**config.mk**
```make
export PLATFORM = sky130hd
export DESIGN_NAME = prps_queue
export DESIGN_NICKNAME = d
export VERILOG_FILES = /design/src/sv/prps_pkg.sv /design/src/sv/prps_queue.sv
export VERILOG_INCLUDE_DIRS = /design/src /design/src/sv
export SDC_FILE = /design/constraint.sdc
export NUM_CORES = 1
export LEC_CHECK = 0
export BUFFER_PORTS_ARGS = -buffer_cell sky130_fd_sc_hd__buf_2
export CORE_MARGIN = 5
export CORE_UTILIZATION = 57
export CTS_BUF_LIST = sky130_fd_sc_hd__clkbuf_8 sky130_fd_sc_hd__clkbuf_16
export DETAILED_ROUTE_END_ITERATION = 12
export PLACE_DENSITY = 0.9
export SLEW_MARGIN = 20
export SYNTH_ARGS = -nofsm -noshare
export SYNTH_HDL_FRONTEND = slang
export SYNTH_SLANG_ARGS = --single-unit
```
**constraint.sdc**
```tcl
create_clock -name clk_i -period 3.4 [get_ports clk_i]
set_clock_uncertainty 0.05 [all_clocks]
set_input_delay 0.34 -clock clk_i [delete_from_list [all_inputs] [get_ports clk_i]]
set_output_delay 0.34 -clock clk_i [all_outputs]
set_load 0.03 [all_outputs]
```
**src/sv/pitch_ratio_period_scaler_core_defines.svh**
```systemverilog
// Assertion macros for the pitch ratio period scaler RTL.
`ifndef PITCH_RATIO_PERIOD_SCALER_CORE_DEFINES_SVH
`define PITCH_RATIO_PERIOD_SCALER_CORE_DEFINES_SVH

// Checks that a property holds at every clock edge out of reset.
`define PRPS_ASSERT(lbl, prop, msg) \
  lbl: assert property (@(posedge clk_i) disable iff (!rst_ni) (prop)) else $error(msg);

// Checks that a condition never holds out of reset.
`define PRPS_NEVER(lbl, cond, msg) \
  lbl: assert property (@(posedge clk_i) disable iff (!rst_ni) !(cond)) else $error(msg);

`endif

```
**src/sv/prps_pkg.sv**
```systemverilog
// Types, constants and helper functions of the pitch ratio period scaler.
`default_nettype none

package prps_pkg;

  localparam int TABLE_DEPTH = 128;
  localparam int IDX_W = $clog2(TABLE_DEPTH);
  localparam int RATIO_FRAC_BITS = 12;
  localparam int BLEND_BITS = 8;
  localparam logic [31:0] UNITY_RATIO = 32'(1) << RATIO_FRAC_BITS;
  localparam int DIV_STEP = 4;
  localparam int DIV_STAGES = 32 / DIV_STEP;
  localparam int QUEUE_DEPTH = 4;
  localparam int QPTR_W = $clog2(QUEUE_DEPTH);

  localparam logic [1:0] MODE_COMPUTE = 2'd0;
  localparam logic [1:0] MODE_LOAD_UP = 2'd1;
  localparam logic [1:0] MODE_LOAD_DOWN = 2'd2;

  localparam logic [1:0] REG_RATE_DIVISOR = 2'd0;

  typedef enum logic [1:0] {
    KIND_LOAD_UP,
    KIND_LOAD_DOWN,
    KIND_COMPUTE
  } kind_e;

  typedef struct packed {
    kind_e             kind;
    logic [IDX_W-1:0]  wr_idx;
    logic [15:0]       word;
    logic [IDX_W-1:0]  lo_idx;
    logic [IDX_W-1:0]  hi_idx;
    logic              down;
    logic              unity;
    logic [7:0]        frac;
    logic [15:0]       base;
  } item_t;

  function automatic logic [IDX_W-1:0] clamp_idx(input logic [8:0] v);
    logic [IDX_W-1:0] r;
    if (v > 9'(TABLE_DEPTH - 1)) begin
      r = IDX_W'(TABLE_DEPTH - 1);
    end else begin
      r = IDX_W'(v);
    end
    return r;
  endfunction

  // One radix-2 restoring step per dividend bit; returns {remainder, quotient bits}.
  function automatic logic [15+DIV_STEP:0] div_step(input logic [15:0] rem_in,
                                                    input logic [DIV_STEP-1:0] bits,
                                                    input logic [15:0] d);
    logic [16:0]         r;
    logic [15:0]         rem;
    logic [DIV_STEP-1:0] q;
    rem = rem_in;
    q = '0;
    for (int i = DIV_STEP - 1; i >= 0; i--) begin
      r = {rem, bits[i]};
      if (r >= {1'b0, d}) begin
        r = r - {1'b0, d};
        q[i] = 1'b1;
      end
      rem = r[15:0];
    end
    return {rem, q};
  endfunction

endpackage

`default_nettype wire

```
**src/sv/prps_queue.sv**
```systemverilog
// Short queue of classified items between the front end and the back end.
`default_nettype none
`include "pitch_ratio_period_scaler_core_defines.svh"

module prps_queue import prps_pkg::*; (
  input  wire logic  clk_i,
  input  wire logic  rst_ni,
  input  wire logic  push_i,
  input  wire item_t item_i,
  input  wire logic  pop_i,
  output logic       full_o,
  output logic       valid_o,
  output item_t      item_o
);

  item_t             mem_q [QUEUE_DEPTH];
  logic [QPTR_W-1:0] wr_q, rd_q;
  logic [QPTR_W:0]   count_q, count_d;
  logic              do_pop;

  assign full_o = count_q == (QPTR_W+1)'(QUEUE_DEPTH);
  assign valid_o = count_q != '0;
  assign item_o = mem_q[rd_q];
  assign do_pop = pop_i && valid_o;
  assign count_d = count_q + (QPTR_W+1)'(push_i) - (QPTR_W+1)'(do_pop);

  always_ff @(posedge clk_i) begin
    if (push_i) begin
      mem_q[wr_q] <= item_i;
    end
  end

  always_ff @(posedge clk_i or negedge rst_ni) begin
    if (!rst_ni) begin
      wr_q <= '0;
      rd_q <= '0;
      count_q <= '0;
    end else begin
      if (push_i) begin
        wr_q <= QPTR_W'(wr_q + 1'b1);
      end
      if (do_pop) begin
        rd_q <= QPTR_W'(rd_q + 1'b1);
      end
      count_q <= count_d;
    end
  end

  `PRPS_ASSERT(a_count_track, ##1 (count_q == $past(count_d)), "queue count lost track")
  `PRPS_NEVER(a_count_bound, count_q > (QPTR_W+1)'(QUEUE_DEPTH), "queue count above depth")
  `PRPS_NEVER(a_push_full, push_i && full_o, "push into a full queue")

endmodule

`default_nettype wire

```
==> results.txt <==
----------------------------------------------------
[Synth]
  Number of standard cells after synthesis ... 375
  Yosys warning total ... 0
  Synth Area in XOR/XNOR ... 0.004460
  Adder and majority cell fraction of the synthesized area ... 0.009685
  Main area contributors after synthesis ... sky130_fd_sc_hd__edfxtp_1 80%, sky130_fd_sc_hd__mux4_2 15%, sky130_fd_sc_hd__dfrtp_1 1.8%, sky130_fd_sc_hd__buf_12 0.82%, sky130_fd_sc_hd__ha_1 0.76%
  Average cell area after synthesis ... 26.18 µm²
  Proportion of netlist area held by the largest area contributor ... 0.7952
  Fraction of the yosys area taken by sequential cells ... 0.8130
  Compound-Gate Fraction of Synth Area ... 0.002294
  Number of distinct library cells after synthesis ... 20
  Post-Syn Area ... 0.009818 mm²
  Flip-flop and latch count after synthesis ... 267
  Net count of the mapped netlist ... 451
  Simple-gate portion of the synthesized area ... 0.004205
  Share of cell area taken by muxes after synthesis ... 0.1491
  Leading area contributor after synthesis ... sky130_fd_sc_hd__edfxtp_1
  Dominant combinational cell family by area after synthesis ... multiplexers

[Timing]
  Setup TNS ... 0 ns
  RSZ-0062 raised after global routing ... false
  Minimum setup slack in the final design ... 0.7489 ns
  Slew HR ... 0.3358
  Least-Margin Pin Slew ... 0.9964 ns
  Count of pins over their slew limit ... 0
  Final-report hold violation count ... 0
  Period Utilization, post-route ... 0.7797
  Minimum period implied by the final worst setup slack ... 2.651 ns
  Maximum operating frequency ... 377.2 MHz
  Final setup violation count ... 0

[Power]
  Overall power after layout ... 10,960 µW
  Relative contribution of sequential cells to total power ... 0.425
  Areal power density over the cells ... 905.3 mW/mm²
  Switch Pwr ... 3632 µW
  Clock group share of total power ... 0.254
  Combinational power share ... 0.321
  P_leak ... 0.004232 µW
  Internal ... 7324 µW
  Highest ir drop seen on vdd ... 0.6559 mV
  Switching fraction of total power ... 0.3315

[GRT]
  Largest net degree at the start of global routing ... 67
  Combined global-route utilization of all metal layers ... 0.1828
  Antenna violations before repair ... 1
  Global-route wire length before repair ... 27,860 µm
  Gr ovfl total ... 0
  Number of global-route vias before repair ... 5,065

[Floorplan]
  Die ar. ... 0.01995 mm²
  # IOs ... 136
  Count of standard-cell rows ... 48
  Placeable core region ... 0.01712 mm²
  Starting utilization of the core area ... 0.5736
  Floorplan die height ... 141.2 µm
  Width of the die ... 141.2 µm

[Clocking]
  Number of buffers created by CTS ... 26
  Quantity of gates resized following cts ... 0
  Clock Sinks ... 267
  Clk_lat worst skew ... 0.51 ns
  Clock root cell ... sky130_fd_sc_hd__clkbuf_16
  CTS tree ... yes
  Clock Path Buffers ... 3
  Number of H-tree branching levels ... 1
  Reg clk slew, reported paths ... 0.06 ns

[Place]
  Detailed Place HPWL ... 10,170 µm
  Placed cell areas ... 0.01067 mm²
  Count of buffers inserted at the top-level ports ... 135
  Post-placement worst setup slack ... 1.274 ns
  Routability-driven placement congestion ratio ... 0.6946

[Final layout]
  Highest-count cells in the layout ignoring fill and taps ... 260 x sky130_fd_sc_hd__edfxtp_1, 135 x sky130_fd_sc_hd__buf_2, 65 x sky130_fd_sc_hd__mux4_2, 58 x sky130_fd_sc_hd__dlygate4sd3_1, 27 x sky130_fd_sc_hd__clkbuf_16
  Finished layout cell area ... 0.01210 mm²
  Most common library cell in the layout ignoring fill and taps ... sky130_fd_sc_hd__edfxtp_1
  Fill cell count ... 1,010
  Fraction of layout instances using a drive strength above 1 ... 0.4086
  Number of nets at the end of the flow ... 659
  Area grow syn2layout ... 23.27%

[Route]
  Total Wirelength ... 18,080 µm
  Detailed-routing iteration count for the pre-antenna-repair pass ... 4
  Average detailed-routed wire length per instance ... 21.84 µm
  Number of vias per cell ... 5.534
  Antenna viol nets, final ... 0
  Initial DRC Count ... 317
  Drc violations ... 0
  Number of vias after detailed routing ... 4,582

[Worst setup path]
  Startpoint types ... flip-flop
  Data required time of the critical path ... 3.01 ns
  Series of cell instances along the critical path ... mux4_2 -> buf_2
  Slowest CP cell ... sky130_fd_sc_hd__dfrtp_4
  Critical Path Max Stage Delay ... 1.06 ns
  Largest driver fanout on the critical path ... 66
  Arrival time reported for the critical path endpoint ... 2.26 ns
  Crit path capture type ... output pin
  CP Class ... reg -> out

[Run status]
  Outcome ... finished clean

[Hold path]
  Hold Path Class ... in -> reg

[Run]
  Max-cap violations ... 0

----------------------------------------------------
[power by group through the flow]
| stage | clock (µW) | sequential, µW | combinational, µW |
|---|---|---|---|
| after CTS | 2830 | 4680 | 3580 |
| final | 2780 | 4660 | 3510 |
| after detailed placement | 0 | 4740 | 3510 |
| after floorplan | 0 | 4510 | 2840 |
| after global placement | 0 | 4680 | 3450 |
| after global routing | 2990 | 4720 | 3740 |
[state kept, by name (all words and copies together), names as in the netlist]
register  count
count_q       3
wr_q          2
rd_q          2
mem_q       260
[repair_timing]
action,4_1_cts,5_1_grt
hold buffers,56,2
endpoints found under the setup margin,0,0
hold endpoints to repair,221,8
setup buffers,0,0
[cell usage after synthesis]
| library cell | number |
|---|---|
| sky130_fd_sc_hd__xor2_1 | 3 |
| sky130_fd_sc_hd__edfxtp_1 | 260 |
| sky130_fd_sc_hd__or3_1 | 1 |
| sky130_fd_sc_hd__and2_1 | 4 |
| sky130_fd_sc_hd__nand2_1 | 1 |
| sky130_fd_sc_hd__o21ai_0 | 1 |
| sky130_fd_sc_hd__and3_1 | 1 |
| sky130_fd_sc_hd__o311ai_0 | 1 |
| sky130_fd_sc_hd__buf_2 | 5 |
| sky130_fd_sc_hd__buf_4 | 3 |
| sky130_fd_sc_hd__xnor2_1 | 2 |
| sky130_fd_sc_hd__clkbuf_1 | 2 |
| sky130_fd_sc_hd__inv_1 | 6 |
| sky130_fd_sc_hd__o31a_1 | 1 |
| sky130_fd_sc_hd__dfrtp_1 | 7 |
| sky130_fd_sc_hd__fa_1 | 1 |
| sky130_fd_sc_hd__ha_1 | 6 |
| sky130_fd_sc_hd__buf_12 | 4 |
| sky130_fd_sc_hd__mux4_2 | 65 |
| sky130_fd_sc_hd__buf_6 | 1 |
[layout make-up]
cell class	instances	area, µm²	area share
well taps	225	281.5	0.02326
inverters	6	22.52	0.001861
clock buffers	27	675.6	0.05583
multi-input cells	87	1677	0.1385
flip-flops and latches	267	7990	0.6602
diodes	1	2.502	0.0002068
clock inverters	20	170.2	0.01406
repair buffers	195	1284	0.1061
[through the flow]
| stage | util | cells | hold WS, ns |
|---|---|---|---|
| 3_5_place_dp | 0.6236 | 722 | 0.1407 |
| 2_1_floorplan | - | 375 | -0.005591 |
| 4_1_cts | 0.7058 | 825 | 0.0006294 |
| 5_1_grt | 0.7071 | 828 | 0.003772 |
| 3_3_place_gp | 0.6236 | 722 | 0.1310 |
| 6_report | 0.7071 | 828 | 0.02461 |
[layer usage]
| layer | global-route usage | wire length, µm | up-vias |
|---|---|---|---|
| met4 | 0.05048 | 385 | 0 |
| met1 | 0.2436 | 6887 | 2339 |
| met3 | 0.03799 | 1298 | 33 |
| met5 | 0 | 0 | - |
| met2 | 0.3113 | 9512 | 187 |
| li1 | - | - | 2023 |
[critical path: cells and delay by family (launching register included)]
kind / cells / cell delay [ns]
flops: 1 / 1.06
mux: 1 / 0.45
buf+inv: 1 / 0.20
[final timing paths]
path	from	end	slack, ns	cells after the start
max	rd_q[1]	item_o[0]	0.75	2
min	item_i[11]	mem_q[1][11]	0.02	1
max reg2reg	count_q[1]	count_q[2]	1.28	6
min reg2reg	wr_q[0]	wr_q[0]	0.49	1
max in group asynchronous	rst_ni	rd_q[1]	2.93	2
min in group asynchronous	rst_ni	count_q[2]	0.16	2
[cells by family after synthesis]
group	count (synthesis)
AO/OA/AOI/OAI	3
XOR/XNOR	5
adder cells (fa/ha/maj)	7
buffers and inverters	21
flip-flops	267
multiplexers	65
AND/OR/NAND/NOR	7
No activity file was read; power rests on OpenSTA's default activity.
