### src/sv/pitch_ratio_period_scaler_core_defines.svh
// Assertion macros for the pitch ratio period scaler RTL.
`ifndef PITCH_RATIO_PERIOD_SCALER_CORE_DEFINES_SVH
`define PITCH_RATIO_PERIOD_SCALER_CORE_DEFINES_SVH

// Checks that a property holds at every clock edge out of reset.
`define PRPS_ASSERT(lbl, prop, msg) \
  lbl: assert property (@(posedge clk_i) disable iff (!rst_ni) (prop)) else $error(msg);

// Checks that a condition never holds out of reset.
`define PRPS_NEVER(lbl, cond, msg) \
  lbl: assert property (@(posedge clk_i) disable iff (!rst_ni) !(cond)) else $error(msg);

`endif

### src/sv/prps_pkg.sv
// Types, constants and helper functions of the pitch ratio period scaler.
`default_nettype none

package prps_pkg;

  localparam int TABLE_DEPTH = 128;
  localparam int IDX_W = $clog2(TABLE_DEPTH);
  localparam int RATIO_FRAC_BITS = 12;
  localparam int BLEND_BITS = 8;
  localparam logic [31:0] UNITY_RATIO = 32'(1) << RATIO_FRAC_BITS;
  localparam int DIV_STEP = 4;
  localparam int DIV_STAGES = 32 / DIV_STEP;
  localparam int QUEUE_DEPTH = 4;
  localparam int QPTR_W = $clog2(QUEUE_DEPTH);

  localparam logic [1:0] MODE_COMPUTE = 2'd0;
  localparam logic [1:0] MODE_LOAD_UP = 2'd1;
  localparam logic [1:0] MODE_LOAD_DOWN = 2'd2;

  localparam logic [1:0] REG_RATE_DIVISOR = 2'd0;

  typedef enum logic [1:0] {
    KIND_LOAD_UP,
    KIND_LOAD_DOWN,
    KIND_COMPUTE
  } kind_e;

  typedef struct packed {
    kind_e             kind;
    logic [IDX_W-1:0]  wr_idx;
    logic [15:0]       word;
    logic [IDX_W-1:0]  lo_idx;
    logic [IDX_W-1:0]  hi_idx;
    logic              down;
    logic              unity;
    logic [7:0]        frac;
    logic [15:0]       base;
  } item_t;

  function automatic logic [IDX_W-1:0] clamp_idx(input logic [8:0] v);
    logic [IDX_W-1:0] r;
    if (v > 9'(TABLE_DEPTH - 1)) begin
      r = IDX_W'(TABLE_DEPTH - 1);
    end else begin
      r = IDX_W'(v);
    end
    return r;
  endfunction

  // One radix-2 restoring step per dividend bit; returns {remainder, quotient bits}.
  function automatic logic [15+DIV_STEP:0] div_step(input logic [15:0] rem_in,
                                                    input logic [DIV_STEP-1:0] bits,
                                                    input logic [15:0] d);
    logic [16:0]         r;
    logic [15:0]         rem;
    logic [DIV_STEP-1:0] q;
    rem = rem_in;
    q = '0;
    for (int i = DIV_STEP - 1; i >= 0; i--) begin
      r = {rem, bits[i]};
      if (r >= {1'b0, d}) begin
        r = r - {1'b0, d};
        q[i] = 1'b1;
      end
      rem = r[15:0];
    end
    return {rem, q};
  endfunction

endpackage

`default_nettype wire

### src/sv/prps_front.sv
// Front end: accepts input items, drops void ones and works out table indexes.
`default_nettype none

module prps_front import prps_pkg::*; (
  input  wire logic        in_valid_i,
  output logic             in_stall_o,
  input  wire logic [1:0]  mode_i,
  input  wire logic [6:0]  table_index_i,
  input  wire logic [15:0] table_word_i,
  input  wire logic [6:0]  anchor_note_i,
  input  wire logic [6:0]  target_note_i,
  input  wire logic [7:0]  fraction_i,
  input  wire logic [15:0] base_period_i,
  input  wire logic        full_i,
  output logic             push_o,
  output item_t            item_o
);

  logic       ge;
  logic [6:0] diff;
  logic       keep;
  logic       in_range;

  assign in_stall_o = full_i;
  assign ge = target_note_i >= anchor_note_i;
  assign diff = ge ? (target_note_i - anchor_note_i) : (anchor_note_i - target_note_i);
  assign in_range = 9'(table_index_i) < 9'(TABLE_DEPTH);

  always_comb begin
    item_o.wr_idx = IDX_W'(table_index_i);
    item_o.word   = table_word_i;
    item_o.lo_idx = clamp_idx(9'(diff));
    item_o.hi_idx = clamp_idx(9'(diff) + 9'd1);
    item_o.down   = !ge;
    item_o.unity  = (fraction_i == 8'd0) && (target_note_i == anchor_note_i);
    item_o.frac   = fraction_i;
    item_o.base   = base_period_i;
    case (mode_i)
      MODE_COMPUTE: begin
        item_o.kind = KIND_COMPUTE;
        keep = 1'b1;
      end
      MODE_LOAD_UP: begin
        item_o.kind = KIND_LOAD_UP;
        keep = in_range;
      end
      MODE_LOAD_DOWN: begin
        item_o.kind = KIND_LOAD_DOWN;
        keep = in_range;
      end
      default: begin
        item_o.kind = KIND_COMPUTE;
        keep = 1'b0;
      end
    endcase
  end

  assign push_o = in_valid_i && !full_i && keep;

endmodule

`default_nettype wire

### config.mk
export PLATFORM = sky130hd
export DESIGN_NAME = prps_front
export DESIGN_NICKNAME = d
export VERILOG_FILES = /design/src/sv/pitch_ratio_period_scaler_core_defines.svh /design/src/sv/prps_pkg.sv /design/src/sv/prps_front.sv
export SDC_FILE = /design/constraint.sdc
export NUM_CORES = 1
export LEC_CHECK = 0
export BUFFER_PORTS_ARGS = -buffer_cell sky130_fd_sc_hd__buf_2
export CAP_MARGIN = 20
export CORE_MARGIN = 2
export CORE_UTILIZATION = 37
export DETAILED_ROUTE_END_ITERATION = 10
export MAX_ROUTING_LAYER = met4
export PLACE_DENSITY = 0.88
export SLEW_MARGIN = 20
export SYNTH_ARGS = -nofsm -noshare
export SYNTH_HDL_FRONTEND = slang
export SYNTH_SLANG_ARGS = --single-unit
### constraint.sdc
create_clock -name vclk -period 4.25
set_input_delay 0.6375 -clock vclk [all_inputs]
set_output_delay 0.6375 -clock vclk [all_outputs]
set_load 0.1 [all_outputs]
==> impl_metrics.py, run 1 <==
metrics = {
    "timing": {
        "finalSetupViolCount": 0,
        "timing.final.hold_violations": 0,
        "slew_violations": 0,
        "fmax_ghz": 0.248,
        "finalCriticalPeriod_ps": 4030,
        "maxSlewHeadroom_pct": 66.9,
        "rsz0062_at_grt": "false",
        "period_share_pct": 94.9,
        "tightest_slew_ps": 501,
    },
    "finish": {
        "numSequentialCells": 0,
        "area_growth_syn_to_layout_pct": 19.9,
        "drive_above_1_share_pct": 49.7,
        "clock_buffer_count": 0,
        "finalNetCount": 252,
        "final-seq-area_sq_um": 0,
        "design_area_sq_um": 1500,
        "antenna_cells": 0,
        "fillers": 319,
    },
    "critical_path": {
        "crit_arrival_ps": 3390,
        "path_max_fanout": 6,
        "critical_path.startpoint_type": "input pin",
        "endpoint_kind": "primary output",
        "endpoint": "item_o[32]",
        "worstSetupPathType": "in2out",
        "crit_path_start": "anchor_note_i[1]",
        "worstPathRequired_ps": 3610,
    },
    "logic_synthesis": {
        "synth_cell_types": 41,
        "synth_top_area_share_pct": 29.5,
        "avgSynthCellArea_sq_um": 7.85,
        "synth.area.top_cells": "buf_4 (29%), ha_1 (16%), inv_1 (5.4%)",
        "synth.most_common_cell": "buf_4",
        "synth_cells": 159,
        "syn_nets": 242,
        "ys_seq_area_share_pct": 0,
        "synth_area_sq_um": 1250,
        "yosys_warnings": 0,
        "yosys.area.top_type": "buf_4",
        "post_synth_most_frequent_cells": "buf_4 (49), inv_1 (18), ha_1 (16), nand2_1 (9), a21oi_1 (8)",
    },
    "clock_network": {
        "cts_setup_buffers": 0,
        "post_cts_resized": 0,
        "holdBufCountCts": 0,
    },
    "die": {
        "dieWidth_microns": 62.1,
        "start_util_pct": 38.0,
        "core_region_area_sq_um": 3280,
        "die_y_microns": 62.1,
        "die_area_sq_um": 3860,
        "pin_count": 132,
        "num_rows": 21,
    },
    "route": {
        "avgRoutedWirePerCell_microns": 11.2,
        "wirelength_microns": 2390,
        "routed_via_density": 4.74,
        "first_pass_iters": 4,
        "drc": 0,
        "postRouteAntennaNets": 0,
        "drt-initial-drc-count": 13,
        "vias": 1009,
    },
    "outcome": {
        "status": "completed",
    },
    "placed_design": {
        "gp_congestion": 0.830,
        "dpl_cell_area_sq_um": 1500,
        "dpl.hpwl_microns": 2190,
        "port_buffers": 54,
    },
    "power_and_ir_drop": {
        "p_leak_nw": 0.745,
        "vdd_drop_max_mv": 0.119,
        "p_total_mw": 0.723,
        "powerDensity_nw_per_um2": 483,
    },
    "grt": {
        "grt_pass1_wl_microns": 3770,
        "grt_overflow_total": 0,
        "antenna_found_initial": 0,
        "first_global_vias": 889,
        "grt_usage_pct": 12.7,
        "grt_max_degree": 10,
    },
    "min_path": {
        "hold_start": "base_period_i[1]",
        "hp-class": "in2out",
    },
    "flow_run": {
        "drv_cap": 0,
    },
}
==> metrics by stage <==
step	utilization [%]	std cells	setup TNS (ps)	hold WS (ps)	setup slack [ps]
2_1_floorplan	-	159	-1.61	1490	-1.61
3_3_place_gp	45.6	213	0	1280	271
3_5_place_dp	45.6	213	0	1280	208
4_1_cts	45.6	213	0	1280	201
5_1_grt	45.6	213	0	1280	34.9
6_report	45.6	213	0	1280	218
==> power breakdown <==
part,internal [mW],switching (mW)
clock,0,0
sequential,0,0
combinational,0.217,0.507
==> worst min-delay path by stage <==
stage,endpoint,cells past startpoint
2_1_floorplan,in_stall_o,1
3_3_place_gp,item_o[12],0
3_5_place_dp,item_o[12],0
4_1_cts,item_o[12],0
5_1_grt,item_o[61],0
6_report,item_o[1],0
==> layer usage <==
layer  share of wire (%)  up-vias  track usage, %  wire length (microns)
met5                   0        -               -                      0
met4                 2.0        0            3.34                     48
met3                 8.8       14            1.66                    210
met2                  48       50            21.6                   1140
met1                  41      441            15.7                    988
li1                    -      504               -                      -
==> cell type report <==
type                       count  area, sq um  share of cell area (%)
multi-input combinational     89          962                    64.2
timing repair buffer          60          405                    27.1
inverter                      18         72.6                    4.85
tap                           46         57.6                    3.84
==> cell usage in the layout, fill, tap and decap left out, drive strengths merged, types with 2 or more instances in the layout <==
| cell type | count |
|---|---|
| fa | 2 |
| and2 | 2 |
| xor2 | 4 |
| o21ai | 6 |
| nand2 | 9 |
| nor4 | 2 |
| nand3b | 2 |
| nand2b | 2 |
| mux2 | 3 |
| and4 | 2 |
| a21o | 4 |
| nand3 | 2 |
| xnor2 | 5 |
| a21oi | 8 |
| inv | 18 |
| nand4 | 2 |
| buf | 60 |
| mux2i | 5 |
| a211oi | 2 |
| ha | 16 |
| a31oi | 2 |
==> critical path, stage by stage <==
cell      delay [ps]
buf_2            110
inv_1             80
ha_1             340
a211oi_1         280
o311a_1          430
mux2_4           340
ha_1             220
and2_1           210
nand4_1          120
mux2_2           330
buf_2            290
==> cell families after synthesis <==
| family | after synthesis | share of synthesized area, % |
|---|---|---|
| buf+inv | 70 | 36.6 |
| compound gates | 27 | 14.0 |
| simple gates | 27 | 12.4 |
| fa+ha+maj | 18 | 19.2 |
| xor+xnor | 9 | 9.02 |
| mux | 8 | 8.72 |
Note: power is estimated with default switching activity, not from simulation.
==> run 2: changes to the inputs <==
Settings changed: CORE_MARGIN 2 to 3, CORE_UTILIZATION 37 to 34, PLACE_DENSITY 0.88 to 0.85.
Clock period 4.25 ns to 3.3 ns, I/O delays scaled along.
==> run 2 against run 1 <==
- core utilization rose by 14 points
- setup slack worse by 180 ps
- cell count up 16%
- global-route usage grew 0.65 points
- critical path depth is 2 higher
- largest cell class unchanged
- total power increased by 60%
- critical endpoint unchanged
- first-iteration DRC count rose to 2.7 times the previous value
- via count grew 14%
- largest power group unchanged
- design area up 36%
==> impl_metrics.py, run 2 (synthesized netlist as in run 1, its figures left out) <==
metrics = {
    "outcome": {
        "status": "completed",
    },
    "grt": {
        "grt_usage_pct": 13.3,
        "grt_overflow_total": 0,
        "grt_pass1_wl_microns": 4830,
        "grt_max_degree": 9,
        "first_global_vias": 1134,
        "antenna_found_initial": 0,
    },
    "route": {
        "first_pass_iters": 4,
        "vias": 1152,
        "avgRoutedWirePerCell_microns": 12.4,
        "routed_via_density": 4.65,
        "wirelength_microns": 3070,
        "drt-initial-drc-count": 35,
        "postRouteAntennaNets": 0,
        "drc": 0,
    },
    "min_path": {
        "holdPathEnd": "item_o[14]",
        "whs_path_depth": 0,
        "hp-class": "in2out",
        "hold_start": "base_period_i[14]",
    },
    "die": {
        "pin_count": 132,
        "dieWidth_microns": 66.6,
        "start_util_pct": 36.3,
        "num_rows": 21,
        "core_region_area_sq_um": 3440,
        "die_y_microns": 66.6,
        "die_area_sq_um": 4440,
    },
    "clock_network": {
        "holdBufCountCts": 0,
    },
    "critical_path": {
        "crit_arrival_ps": 2770,
        "crit_chain": "buf_8, inv_4, ha_4, nand2b_4, a211oi_2, o311a_4, buf_8, mux2i_4, xor2_4, buf_6, nand4_1, mux2_4, buf_12",
        "path_max_fanout": 6,
        "critical_path.startpoint_type": "input pin",
        "worstSetupPathType": "in2out",
        "slowest_delay_ps": 340,
        "crit_path_frequent_cell": "buf_8",
        "endpoint_kind": "primary output",
        "slowest_stage": "mux2_4",
        "worstPathRequired_ps": 2800,
    },
    "power_and_ir_drop": {
        "powerDensity_nw_per_um2": 568,
        "vdd_drop_max_mv": 0.180,
        "p_leak_nw": 0.991,
    },
    "timing": {
        "fmax_ghz": 0.306,
        "period_share_pct": 99.0,
        "timing.final.hold_violations": 0,
        "slew_violations": 0,
        "finalSetupViolCount": 0,
        "finalCriticalPeriod_ps": 3270,
        "tightest_slew_ps": 498,
        "maxSlewHeadroom_pct": 67.0,
        "rsz0062_at_grt": "true",
        "finalWorstSetupSlack_ps": 34.2,
    },
    "finish": {
        "drive_above_1_share_pct": 67.3,
        "multi_input_area_sq_um": 1080,
        "layout_commonest_cell": "buf_2",
        "area_growth_syn_to_layout_pct": 63.6,
        "instances_no_fill": 248,
        "final-seq-area_sq_um": 0,
        "clock_buffer_count": 0,
        "finalNetCount": 287,
        "final_cell_mix": "buf_2 (37), buf_4 (36), inv_1 (13), buf_12 (13), ha_1 (10)",
        "numSequentialCells": 0,
        "fillers": 302,
        "antenna_cells": 0,
    },
    "placed_design": {
        "port_buffers": 54,
        "dpl.cell_count": 242,
        "dpl.hpwl_microns": 2580,
        "gp_congestion": 0.861,
        "dp_slack_ps": -152,
    },
    "flow_run": {
        "drv_cap": 0,
    },
}
run 2: through the flow:
stage          utilization (%)  area (sq um)  hold WS, ps  TNS (ps)  total power, mW
2_1_floorplan                -          1450         1170     -4340            0.963
3_3_place_gp              52.7          1810          991      -439             1.07
3_5_place_dp              52.7          1810          991      -855             1.08
4_1_cts                   54.6          1880          991     -76.5             1.11
5_1_grt                   59.4          2040          990      -188             1.21
6_report                  59.4          2040          990         0             1.16
run 2: worst max-delay path by stage:
stage                     start    endpoint  slack (ps)  cells past startpoint
5_1_grt        target_note_i[4]  item_o[31]         -50                     12
6_report       anchor_note_i[0]  item_o[32]          30                     13
3_5_place_dp   anchor_note_i[0]  item_o[32]        -150                     12
2_1_floorplan  target_note_i[4]  item_o[30]        -670                     10
3_3_place_gp   target_note_i[0]  item_o[32]         -90                     11
4_1_cts        anchor_note_i[4]  item_o[26]         -30                     14
run 2: layout make-up:
class	count	area share [%]
Multi-Input combinational cell	89	53.0
Timing Repair Buffer	95	40.5
Inverter	18	3.67
Tap cell	46	2.82
run 2: what timing repair did:
action,CTS,global route
setup endpoints to repair,7,7
pin swaps,7,12
buffers inserted,3,3
resized for setup,12,29
run 2: report_power, final:
group | leakage, nW | internal [mW] | switching (mW) | total, mW
Sequential | 0 | 0 | 0 | 0
Combinational | 0.991 | 0.457 | 0.703 | 1.16
Clock | 0 | 0 | 0 | 0
run 2: layer usage:
metal / GRT usage, % / wire length (microns) / vias to the layer above
li1: - / - / 569
met1: 15.3 / 1210 / 533
met2: 24.8 / 1580 / 42
met3: 2.19 / 239 / 8
met4: 1.78 / 42 / 0
met5: - / 0 / -
run 2: critical path: cells and delay by family:
| kind | cells | cell delay [ps] |
|---|---|---|
| adder cells (fa/ha/maj) | 1 | 190 |
| AND/OR/NAND/NOR | 2 | 220 |
| XOR/XNOR | 1 | 180 |
| buffers and inverters | 5 | 570 |
| AO/OA/AOI/OAI | 2 | 480 |
| multiplexers | 2 | 630 |
